[src/design/poarl_pkg.sv]
// ----------------------------------------------------------------------------
// poarl_pkg: shared types and constants of the PWM arming ramp limiter
// Mode codes, field widths, register indexes and the front-to-back item.
// ----------------------------------------------------------------------------
`default_nettype none
package poarl_pkg;
	localparam int MAX_CHANNELS_DEF = 16;
	localparam int PROGRESS_FULL    = 10000;

	// floor(x / 10000) == ((x >> 4) * PROG_RECIP) >> PROG_RECIP_SHIFT for x < 2^30
	localparam logic [26:0] PROG_RECIP       = 27'd109951163;
	localparam int          PROG_RECIP_SHIFT = 36;

	typedef enum logic [1:0] {
		MODE_INIT = 2'd0,
		MODE_OFF  = 2'd1,
		MODE_RAMP = 2'd2,
		MODE_ON   = 2'd3
	} mode_t;

	typedef enum logic [1:0] {
		REG_REVERSE = 2'd0,
		REG_RAMP    = 2'd1,
		REG_INIT    = 2'd2,
		REG_NONE    = 2'd3
	} reg_idx_t;

	// back end sequencer
	typedef enum logic [2:0] {
		ST_IDLE, ST_DIV, ST_LO1, ST_LO2, ST_LO3, ST_MUL, ST_FIN, ST_OUT
	} back_state_t;

	// item handed from front to back
	typedef struct packed {
		logic              start;
		logic              armed;
		logic              prearm;
		logic [31:0]       now_us;
		logic [3:0]        channel;
		logic signed [15:0] ctrl;
		logic              valid;
		logic [15:0]       dis;
		logic [15:0]       mn;
		logic [15:0]       mx;
	} item_t;
endpackage
`default_nettype wire

[src/design/pwm_output_arming_ramp_limiter.sv]
// ----------------------------------------------------------------------------
// pwm_output_arming_ramp_limiter: PWM arming state machine and ramp mapper
// Turns Q1.15 channel controls into PWM words under an arming ramp.
// ----------------------------------------------------------------------------
// Usage:
//  s_axis carries one channel item per transfer; the item with frame_start
//  set steps the arming machine (init, off, ramp, on) using now_us.
//  m_axis returns one transfer per input: channel, PWM word, stored mode.
//  An ordinary channel item passes from IDLE through states LO1, LO2, LO3,
//  MUL, FIN and OUT; a frame start item first runs the 46-step serial
//  divider that computes ramp progress. The back end works one item at a
//  time, taking the next only after the output transfer, while the 2-entry
//  input queue keeps filling. A stalled receiver holds the result; the queue
//  then fills and s_axis_tready drops.
//  Reset: mode init, arm time unset, progress 0, registers at defaults
//  (reverse mask 0, ramp and init time 500000 us). The user writes registers
//  via cfg_we/cfg_index/cfg_data only while idle; the block does not enforce it.
// ----------------------------------------------------------------------------
`default_nettype none
module pwm_output_arming_ramp_limiter #(
	parameter int MAX_CHANNELS = poarl_pkg::MAX_CHANNELS_DEF
) (
	input  wire         clk,
	input  wire         arst_n,
	input  wire         s_axis_tvalid,
	output logic        s_axis_tready,
	// frame_start, armed, prearm, now_us, channel, ctrl,
	// value_valid, disarmed_level, min_level, max_level (104 bits)
	input  wire  [103:0] s_axis_tdata,
	output logic        m_axis_tvalid,
	input  wire         m_axis_tready,
	// out_channel, pwm_value, mode_now (22 bits, zero filled)
	output logic [23:0] m_axis_tdata,
	input  wire         cfg_we,
	input  wire  [1:0]  cfg_index,
	input  wire  [23:0] cfg_data
);
	logic [15:0] rev_bits_q;
	logic [23:0] ramp_time_q, init_time_q;
	poarl_pkg::item_t in_item, q_item;
	logic q_valid, q_take;
	logic [3:0]  out_channel;
	logic [15:0] pwm_value;
	logic [1:0]  mode_now;

	assign in_item.start     = s_axis_tdata[0];
	assign in_item.armed     = s_axis_tdata[1];
	assign in_item.prearm    = s_axis_tdata[2];
	assign in_item.now_us    = s_axis_tdata[34:3];
	assign in_item.channel   = s_axis_tdata[38:35];
	assign in_item.ctrl      = s_axis_tdata[54:39];
	assign in_item.valid     = s_axis_tdata[55];
	assign in_item.dis       = s_axis_tdata[71:56];
	assign in_item.mn        = s_axis_tdata[87:72];
	assign in_item.mx        = s_axis_tdata[103:88];

	always_ff @(posedge clk or negedge arst_n) begin
		if (!arst_n) begin
			rev_bits_q  <= 16'd0;
			ramp_time_q <= 24'd500000;
			init_time_q <= 24'd500000;
		end else if (cfg_we) begin
			unique case (poarl_pkg::reg_idx_t'(cfg_index))
				poarl_pkg::REG_REVERSE: rev_bits_q  <= cfg_data[15:0];
				poarl_pkg::REG_RAMP:    ramp_time_q <= cfg_data;
				poarl_pkg::REG_INIT:    init_time_q <= cfg_data;
				default: ;
			endcase
		end
	end

	poarl_front u_front (
		.clk(clk), .arst_n(arst_n),
		.in_valid(s_axis_tvalid), .in_ready(s_axis_tready), .in_item(in_item),
		.q_valid(q_valid), .q_take(q_take), .q_item(q_item)
	);

	poarl_back #(.MAX_CHANNELS(MAX_CHANNELS)) u_back (
		.clk(clk), .arst_n(arst_n),
		.q_valid(q_valid), .q_take(q_take), .q_item(q_item),
		.rev_bits(rev_bits_q), .ramp_span(ramp_time_q),
		.init_span(init_time_q),
		.out_valid(m_axis_tvalid), .out_ready(m_axis_tready),
		.out_channel(out_channel), .pwm_value(pwm_value), .mode_now(mode_now)
	);

	assign m_axis_tdata = {2'b00, mode_now, pwm_value, out_channel};
endmodule
`default_nettype wire

[src/design/poarl_front.sv]
// ----------------------------------------------------------------------------
// poarl_front: input stage and queue
// Two-entry queue holding accepted input items for the back end.
// ----------------------------------------------------------------------------
`default_nettype none
module poarl_front (
	input  wire                 clk,
	input  wire                 arst_n,
	input  wire                 in_valid,
	output logic                in_ready,
	input  wire poarl_pkg::item_t in_item,
	output logic                q_valid,
	input  wire                 q_take,
	output poarl_pkg::item_t    q_item
);
	poarl_pkg::item_t ent_q [2];
	logic       rd_q, wr_q;
	logic [1:0] cnt_q;
	logic       push, pop;

	assign in_ready = (cnt_q != 2'd2);
	assign q_valid  = (cnt_q != 2'd0);
	assign q_item   = ent_q[rd_q];
	assign push     = in_valid && in_ready;
	assign pop      = q_take && q_valid;

	always_ff @(posedge clk) begin
		if (push) begin
			ent_q[wr_q] <= in_item;
		end
	end

	always_ff @(posedge clk or negedge arst_n) begin
		if (!arst_n) begin
			rd_q  <= 1'b0;
			wr_q  <= 1'b0;
			cnt_q <= 2'd0;
		end else begin
			if (push) wr_q <= ~wr_q;
			if (pop)  rd_q <= ~rd_q;
			cnt_q <= cnt_q + {1'b0, push} - {1'b0, pop};
		end
	end
endmodule
`default_nettype wire

[src/design/poarl_back.sv]
// ----------------------------------------------------------------------------
// poarl_back: arming machine and PWM mapping sequencer
// Steps the mode per frame, derives ramp progress by a serial divider and
// maps the control value through states LO1 to FIN into a registered output.
// ----------------------------------------------------------------------------
`default_nettype none
module poarl_back #(
	parameter int MAX_CHANNELS = poarl_pkg::MAX_CHANNELS_DEF
) (
	input  wire              clk,
	input  wire              arst_n,
	input  wire              q_valid,
	output logic             q_take,
	input  wire poarl_pkg::item_t q_item,
	input  wire  [15:0]      rev_bits,
	input  wire  [23:0]      ramp_span,
	input  wire  [23:0]      init_span,
	output logic             out_valid,
	input  wire              out_ready,
	output logic [3:0]       out_channel,
	output logic [15:0]      pwm_value,
	output logic [1:0]       mode_now
);
	poarl_pkg::back_state_t st_q, st_nx;
	poarl_pkg::item_t it_q;
	poarl_pkg::mode_t lmode_q, fmode_q;
	logic [31:0] arm_q;
	logic [13:0] prog_q;
	// serial divider for elapsed*10000/ramp
	logic [45:0] num_q;
	logic [23:0] rem_q;
	logic [5:0]  dcnt_q;
	logic [15:0] lo_q;
	logic [29:0] prod_q;
	logic [15:0] quo_q;
	logic signed [16:0] half_q;
	logic signed [16:0] v_q;
	logic signed [34:0] mul_q;
	logic [15:0] mid_q;

	// arming step for the item at the queue head
	logic [31:0] step_el, step_arm;
	poarl_pkg::mode_t step_mode;

	logic [15:0] d, diff;
	logic [24:0] rsh;
	logic        rev;
	logic [52:0] qprod;
	logic [31:0] res_tr;
	logic signed [35:0] numv;
	logic [35:0] mag;

	always_comb begin
		st_nx = st_q;
		unique case (st_q)
			poarl_pkg::ST_IDLE: if (q_valid) st_nx = q_item.start ? poarl_pkg::ST_DIV
			                                                     : poarl_pkg::ST_LO1;
			poarl_pkg::ST_DIV:  if (dcnt_q == 6'd0) st_nx = poarl_pkg::ST_LO1;
			poarl_pkg::ST_LO1:  st_nx = poarl_pkg::ST_LO2;
			poarl_pkg::ST_LO2:  st_nx = poarl_pkg::ST_LO3;
			poarl_pkg::ST_LO3:  st_nx = poarl_pkg::ST_MUL;
			poarl_pkg::ST_MUL:  st_nx = poarl_pkg::ST_FIN;
			poarl_pkg::ST_FIN:  st_nx = poarl_pkg::ST_OUT;
			poarl_pkg::ST_OUT:  if (out_ready) st_nx = poarl_pkg::ST_IDLE;
			default: st_nx = poarl_pkg::ST_IDLE;
		endcase
	end

	always_comb begin
		q_take    = (st_q == poarl_pkg::ST_IDLE) && q_valid;
		out_valid = (st_q == poarl_pkg::ST_OUT);
	end

	// arming machine next state, arm time and elapsed time for progress
	always_comb begin
		step_el   = q_item.now_us - arm_q;
		step_arm  = arm_q;
		step_mode = lmode_q;
		unique case (lmode_q)
			poarl_pkg::MODE_INIT: if (q_item.armed) begin
				if (arm_q == 32'd0) begin
					step_arm = q_item.now_us;
					step_el  = 32'd0;
				end
				if (step_el >= {8'd0, init_span}) step_mode = poarl_pkg::MODE_OFF;
			end
			poarl_pkg::MODE_OFF: if (q_item.armed) begin
				step_mode = poarl_pkg::MODE_RAMP;
				step_arm  = q_item.now_us;
				step_el   = 32'd0;
			end
			poarl_pkg::MODE_RAMP: begin
				if (!q_item.armed) step_mode = poarl_pkg::MODE_OFF;
				else if (step_el >= {8'd0, ramp_span}) step_mode = poarl_pkg::MODE_ON;
			end
			default: if (!q_item.armed) step_mode = poarl_pkg::MODE_OFF;
		endcase
	end

	assign mode_now  = lmode_q;
	assign out_channel = it_q.channel;
	assign d    = (it_q.dis > it_q.mn) ? it_q.mn : it_q.dis;
	assign diff = it_q.mn - d;
	assign rsh  = {rem_q, num_q[45]};
	assign rev  = ({28'd0, it_q.channel} < 32'(MAX_CHANNELS)) && rev_bits[it_q.channel];
	assign qprod = 53'(prod_q[29:4]) * 53'(poarl_pkg::PROG_RECIP);
	assign numv = 36'(mul_q) + $signed({5'd0, mid_q, 15'd0});
	assign mag  = numv[35] ? 36'(-numv) : numv;
	assign res_tr = numv[35] ? (32'd0 - 32'(mag >> 15)) : 32'(mag >> 15);

	always_ff @(posedge clk or negedge arst_n) begin
		if (!arst_n) begin
			st_q    <= poarl_pkg::ST_IDLE;
			lmode_q <= poarl_pkg::MODE_INIT;
			fmode_q <= poarl_pkg::MODE_INIT;
			arm_q   <= 32'd0;
			prog_q  <= 14'd0;
		end else begin
			st_q <= st_nx;
			if (st_q == poarl_pkg::ST_IDLE && q_valid && q_item.start) begin
				lmode_q <= step_mode;
				fmode_q <= q_item.prearm ? poarl_pkg::MODE_ON : step_mode;
				arm_q   <= step_arm;
			end
			if (st_q == poarl_pkg::ST_DIV && dcnt_q == 6'd0) begin
				if (ramp_span == 24'd0 || num_q[45:0] > 46'd10000)
					prog_q <= 14'(poarl_pkg::PROGRESS_FULL);
				else
					prog_q <= num_q[13:0];
			end
		end
	end

	always_ff @(posedge clk) begin
		if (st_q == poarl_pkg::ST_IDLE && q_valid) begin
			it_q   <= q_item;
			rem_q  <= 24'd0;
			dcnt_q <= 6'd46;
			num_q  <= 46'(step_el) * 46'(poarl_pkg::PROGRESS_FULL);
		end
		if (st_q == poarl_pkg::ST_DIV && dcnt_q != 6'd0) begin
			// restoring division, one quotient bit per cycle
			dcnt_q <= dcnt_q - 6'd1;
			if (rsh >= {1'b0, ramp_span}) begin
				rem_q <= 24'(rsh - {1'b0, ramp_span});
				num_q <= {num_q[44:0], 1'b1};
			end else begin
				rem_q <= rsh[23:0];
				num_q <= {num_q[44:0], 1'b0};
			end
		end
		if (st_q == poarl_pkg::ST_LO1) begin
			prod_q <= 30'(diff) * 30'(prog_q);
		end
		if (st_q == poarl_pkg::ST_LO2) begin
			// divide by 10000 through the reciprocal
			quo_q <= qprod[poarl_pkg::PROG_RECIP_SHIFT +: 16];
		end
		if (st_q == poarl_pkg::ST_LO3) begin
			logic [15:0] lo;
			lo = it_q.mn;
			if (fmode_q == poarl_pkg::MODE_RAMP && it_q.dis != 16'd0)
				lo = d + quo_q;
			lo_q   <= lo;
			half_q <= 17'(($signed({1'b0, it_q.mx}) - $signed({1'b0, lo})) / 17'sd2);
			mid_q  <= 16'(({1'b0, it_q.mx} + {1'b0, lo}) >> 1);
			v_q    <= rev ? -17'(it_q.ctrl) : 17'(it_q.ctrl);
		end
		if (st_q == poarl_pkg::ST_MUL) begin
			mul_q <= 35'(v_q * half_q);
		end
		if (st_q == poarl_pkg::ST_FIN) begin
			if ((fmode_q != poarl_pkg::MODE_RAMP && fmode_q != poarl_pkg::MODE_ON)
			    || !it_q.valid)
				pwm_value <= it_q.dis;
			else if ($signed(res_tr) < $signed({16'd0, lo_q}))
				pwm_value <= lo_q;
			else if ($signed(res_tr) > $signed({16'd0, it_q.mx}))
				pwm_value <= it_q.mx;
			else
				pwm_value <= res_tr[15:0];
		end
	end
endmodule
`default_nettype wire

[config.mk]
export PLATFORM = sky130hd
export DESIGN_NAME = pwm_output_arming_ramp_limiter
export DESIGN_NICKNAME = d
export VERILOG_FILES = /design/src/design/poarl_pkg.sv /design/src/design/pwm_output_arming_ramp_limiter.sv /design/src/design/poarl_front.sv /design/src/design/poarl_back.sv
export SDC_FILE = /design/constraint.sdc
export NUM_CORES = 2
export LEC_CHECK = 0
export BUFFER_PORTS_ARGS = -buffer_cell sky130_fd_sc_hd__buf_4
export CAP_MARGIN = 10
export CORE_UTILIZATION = 45
export CTS_BUF_LIST = sky130_fd_sc_hd__clkbuf_16
export DETAILED_ROUTE_END_ITERATION = 12
export GPL_ROUTABILITY_DRIVEN = 0
export PLACE_DENSITY_LB_ADDON = 0.05
export SYNTH_ARGS = -nofsm -noshare
export SYNTH_HDL_FRONTEND = slang
export SYNTH_SLANG_ARGS = --single-unit
export TNS_END_PERCENT = 10
[constraint.sdc]
create_clock -name clk -period 11.65 [get_ports clk]
set_input_delay 0.5825 -clock clk [delete_from_list [all_inputs] [get_ports clk]]
set_output_delay 0.5825 -clock clk [all_outputs]
set_load 0.005 [all_outputs]
* After elaboration in Yosys (flattened, before gate mapping) *
Memory sizes are Yosys's and may differ from the RTL's.
Index checks and enable logic that the tools add are counted.

operators by class
  add/subtract/negate cells = 14
  multiply operators = 4
  divide/modulo/power cells = 0
  order comparisons = 8
  eq/ne operators = 21
  shift operators = 0
  muxes and demuxes = 45
  bitwise operators = 3
  reduce and logical (&&, ||, !) cells = 27

operators by type and width
  cell                                                   count
  two-way mux 32 bit                                     9
  one-hot mux 32 bit (2 select lines)                    2
  two-way mux 16 bit                                     6
  two-way mux 46 bit                                     2
  two-way mux 24 bit                                     3
  >= comparator 32 x 24 -> 1 bit                         2
  multiplier 26 x 27 -> 52 bit (second input constant)   1
  > comparator 46 x 14 -> 1 bit (second input constant)  1
  multiplier 32 x 10 -> 42 bit (second input constant)   1
  two-way mux 36 bit                                     1
  negator 36 bit                                         1
  adder 34 x 32 -> 35 bit                                1
  multiplier 17 x 17 -> 34 bit                           1
  > comparator 32 x 17 -> 1 bit                          1
  zero test 32 bit                                       1
  less-than comparator 32 x 17 -> 1 bit                  1
  subtractor 32 bit                                      1
  multiplier 16 x 14 -> 30 bit                           1
  >= comparator 25 x 24 -> 1 bit                         1
  zero test 24 bit                                       1
  one-hot mux 3 bit (8 select lines)                     1
  subtractor 24 bit                                      1
  subtractor 1 x 21 -> 22 bit (first input constant)     1
  adder 16 x 16 -> 17 bit                                1
  other kinds (39)                                       80

word-level totals
  register bits after elaboration = 428
  latch bits = 0
  RAM bits = 208
  ROM bits = 0
  input port bits = 135
  output and inout port bits = 26
  logic and storage cells = 151
  memories = 1

memory list
  memory         depth  bits a word  rd ports  clocked after memory_dff  wr ports  line               source
  u_front.ent_q  2      104          1         0                         1         poarl_front.sv:16  poarl_pkg::item_t ent_q [2];

* Depth between registers and ports, before layout *
An unclocked memory read counts as a cell.

  depth after elaboration = 10
  mapped depth = 50
  depth with buffers taken out = 47

* Cells and area by module *
A second synthesis with hierarchy kept.

unflattened totals
  cell total of the unflattened synthesis = 6646
  area, all modules = 69188.9 um^2

by module, submodules not included
  module                          instances  cells each  area each (um^2)  sequential area each (um^2)
  poarl_back                      1          6161        58986.6           10425.0
  poarl_front                     1          346         7748.7            6346.1
  pwm_output_arming_ramp_limiter  1          139         2453.6            1619.1

* Worst setup path before layout *
Ideal clock, no wire load.

  path kind = register -> register
  start point = register u_back.it_q[17] in the netlist's numbering
  end point = register u_back.prod_q[28], data pin
  library setup time = 0.260 ns
  arrival = 10.239 ns
  required time = 11.390 ns
  slack = 1.152 ns
  stages on the path, launching flop included = 51
  buffers on the path = 3
  period minus slack after synthesis = 10.498 ns
  cells stage by stage = edfxtp_1 -> inv_1 -> ha_1 -> nor2b_1 -> o21a_1 -> o21a_1 -> o21a_1 -> o21a_1 -> o21a_1 -> o21ai_0 -> a211oi_1 -> o221ai_1 -> clkbuf_1 -> clkbuf_1 -> nand2_1 -> o21ai_0 -> ha_1 -> inv_1 -> [15 not listed] -> fa_1 -> inv_1 -> fa_1 -> fa_1 -> fa_1 -> inv_1 -> fa_1 -> inv_1 -> ha_1 -> a21oi_1 -> nand2_1 -> a21oi_1 -> o31a_1 -> nor2_1 -> o2111ai_1 -> a21oi_1 -> nor3_1 -> xnor2_1

between the ends
  cells in the longest elaborated chain, start to end = 4

RTL lines
  item                              line               source
  start: declaration                poarl_back.sv:25   poarl_pkg::item_t it_q;
  start signal: assignment          poarl_back.sv:136  it_q <= q_item;
  > comparator 16 bit               poarl_back.sv:102  assign d = (it_q.dis > it_q.mn) ? it_q.mn : it_q.dis;
  two-way mux 16 bit                poarl_back.sv:102
  subtractor 16 bit (*)             poarl_back.sv:103  assign diff = it_q.mn - d;
  multiplier 16 x 14 -> 30 bit (*)  poarl_back.sv:153  prod_q <= 30'(diff) * 30'(prog_q);
  end signal: assignment            poarl_back.sv:153
  end: declaration                  poarl_back.sv:34   logic [29:0] prod_q;

Every way passes the cells marked *; elsewhere a longest branch is shown, timed or not.
A chain may end at the register's enable or synchronous reset.

* Worst setup path after layout *
  start point = register u_back.it_q[17] in the netlist's numbering
  end point = register u_back.prod_q[29], data pin

Same word-level chain as after synthesis.

==> results.md <==
- Status: complete, no violations
- Worst reg2reg startpoint: u_back.it_q[17]$_DFFE_PP_
- Cell area after synthesis: around 0.069 sq mm
- Synth warn: 0
- Final period utilization: between 90 and 100%
- Iter 0 DRT Violations: around 2900
- Commonest cells after routing, fill and taps aside: inv_1 (1363), fa_1 (851), ha_1 (787)
- Critical path peak fanout: 15
- DP Area: between 0.07 and 0.08 sq mm
- Worst R2R Setup Slack: 0.85 ns
- Worst path required time: between 10 and 15 ns
- Largest cells by area after synthesis: fa_1 (25%), edfxtp_1 (22%), ha_1 (14%), inv_1 (7.4%), dfrtp_1 (3.9%)
- Final setup violation count: 0
- Yosys top cell by area: fa_1
- Pre-CTS WS: 0.702 ns
- Routed Wire Length: ~190 mm
- Clock Skew: approximately 0.033 ns
- Max Fclk: 92.6 MHz
- Slew @ Worst Pin: 1.21 ns
- Slowest-stage cell, CP: fa_1
- DR WL/cell: roughly 21 um
- Top FF cell, synth: edfxtp_1
- Ports: ~160
- DP HPWL: approximately 150 mm
- CTS tree: done
- Core Area: around 0.15 sq mm
- Final hold vios: 0
- DRC: 0
- First-pass GRT wire length: 288 mm
- Max_cap viols: 0
- Post-DRT Antenna Nets: 0
- Critical Path Max Stage Delay: between 0.5 and 0.6 ns
- Final nets: 8490
- Final WS setup: about 0.85 ns
- Post-synthesis register bit count: around 630
- CTS buffer count: between 70 and 80
- Total Die Area: around 0.15 sq mm
- P&R area growth vs syn: 8.73%
- Pin count of the biggest net entering global routing: 77
- Layout cells sized above 1: approximately 9.1%
- Design area: 0.0748 sq mm
- Yosys top cell area share: between 20% and 30%
- Asr flop ratio synth: between 10% and 20%
- Post-Route Setup TNS: 0 ns
- GRT Total Usage: between 20% and 30%
- Initial antenna violation count: 12
- CTS Buffer Depth: 3
- Root buffer cell: clkbuf_16
- Total gr overflow: 0
- Final std cells w/o fill: just under 9000
- Crit end category: register
- Rel. slew slack: 18.2%
- # rows: between 100 and 150
- Dpl cells: a little under 9000
- Die height: just under 400 um
- Avg Cell Area, Syn: 10.4 sq um
- Critical path type: register to register
- Post-CTS setup buffer count: 0
- Vias: around 46000
- Crit path from: u_back.it_q[17]$_DFFE_PP_
- Startpoint Class: register
- Die width: 393 um
- Clock tree sinks: around 630
- Htree depth: 3
- Fin crit period: between 10 and 15 ns
- Cells after Synth: 6603
- Port bufs: 158
- Vias in the first global route: around 48000
- Worst-Skew Late Latency: about 0.67 ns
- EDFF count, synth: ~510
- HP Start: s_axis_tdata[29]
- Worst Hold Class: input port to register
- Post-synthesis sequential area ratio: a little over a quarter
- RSZ-0062 raised after global routing: no
- Post-DR vias/cell: 5.25
- Initial DRT Pass Iterations: 5
- Starting Density: between 40% and 50%
- Pins Over Slew Limit: 0
- CP Data Arrival Time: 11.21 ns
- Commonest non-fill, non-tap cell in the layout: inv_1
- Cell variety after synth: 100
- Clock transition at the registers of the reported paths: 0.06 ns
## final cells by class
type                            instances  area, sq um
Clock inverter                         62          449
Inverter                             1349         5060
Antenna cell                            3         7.51
Fill cell                           14136        77100
Multi-Input combinational cell       4436        44700
Clock buffer                           79         1980
Sequential cell                       632        18400
Timing Repair Buffer                  221         1670
Tap cell                             2030         2540
## state kept, by name, indices dropped and copies added (netlist names), 17 cells and up
name / cells
u_front.ent_q: 208
u_back.it_q: 65
u_back.num_q: 46
u_back.mul_q: 34
u_back.arm_q: 32
u_back.prod_q: 26
init_time_q: 24
ramp_time_q: 24
u_back.rem_q: 24
u_back.half_q: 17
u_back.v_q: 17
## synth_stat cells (55+ instances only)
cell type / count
inv_1: 1348
fa_1: 851
ha_1: 787
edfxtp_1: 511
nand2_1: 499
nor2_1: 244
a21oi_1: 231
and2_1: 227
mux2_2: 200
xnor2_1: 187
clkbuf_1: 171
o21ai_0: 163
dfrtp_1: 107
nand3_1: 88
a21o_1: 83
xor2_1: 75
nor3_1: 70
nand4_1: 63
nand2b_1: 55
## worst paths after layout
path | cells after the start | to
worst max-delay path | 46 | u_back.prod_q[29]$_DFFE_PP_
worst min-delay path | 1 | u_front.ent_q[0][95]$_DFFE_PP_
worst max register to register | 46 | u_back.prod_q[29]$_DFFE_PP_
worst min register to register | 1 | u_front.cnt_q[1]$_DFF_PN0_
max in group asynchronous | 3 | u_back.prog_q[0]$_DFFE_PN0P_
min in group asynchronous | 2 | u_back.arm_q[17]$_DFFE_PN0P_
## critical path: cells and delay by family (launching register included)
kind	cells	cell delay, ns
adder cells (fa/ha/maj)	9	3.68
flip-flops	1	0.42
buffers and inverters	7	0.71
AND/OR/NAND/NOR	7	0.96
AO/OA/AOI/OAI	23	4.77
## through the flow
stage               hold slack (ns)  utilization [%]
finish                       0.0900             49.3
CTS                          0.0349             49.2
global placement              0.484             47.6
global route                 0.0533             49.3
detailed placement            0.489             47.6
floorplan                     0.287                -
## repair_timing
item	in CTS	in global routing
hold buffers	1	0
endpoints found under the hold margin	60	0
endpoints found under the setup margin	0	4
resized for setup	0	6
## cells by family (layout without fill, tap and decap cells)
| family | count (synthesis) | in the layout | share of synthesized area [%] |
|---|---|---|---|
| compound gates | 815 | 815 | 7.86 |
| xor+xnor | 263 | 263 | 3.36 |
| fa+ha+maj | 1638 | 1638 | 39.1 |
| buf+inv | 1536 | 1711 | 8.43 |
| flops | 632 | 632 | 26.7 |
| mux | 230 | 230 | 3.80 |
| other cells | 1 | 5 | 0.00545 |
| simple gates | 1488 | 1488 | 10.8 |
## metal layers
metal | GRT usage (%) | routed length [um] | vias up
met3 | 4.52 | 10800 | 200
met2 | 39.7 | 85300 | 1019
met4 | 6.31 | 4590 | 4
met5 | 0 | 23 | -
met1 | 34.5 | 85200 | 23166
li1 | - | - | 21878
Power is not shown: default switching activity piles up to over one toggle a cycle in this logic, so the estimate is an artifact.
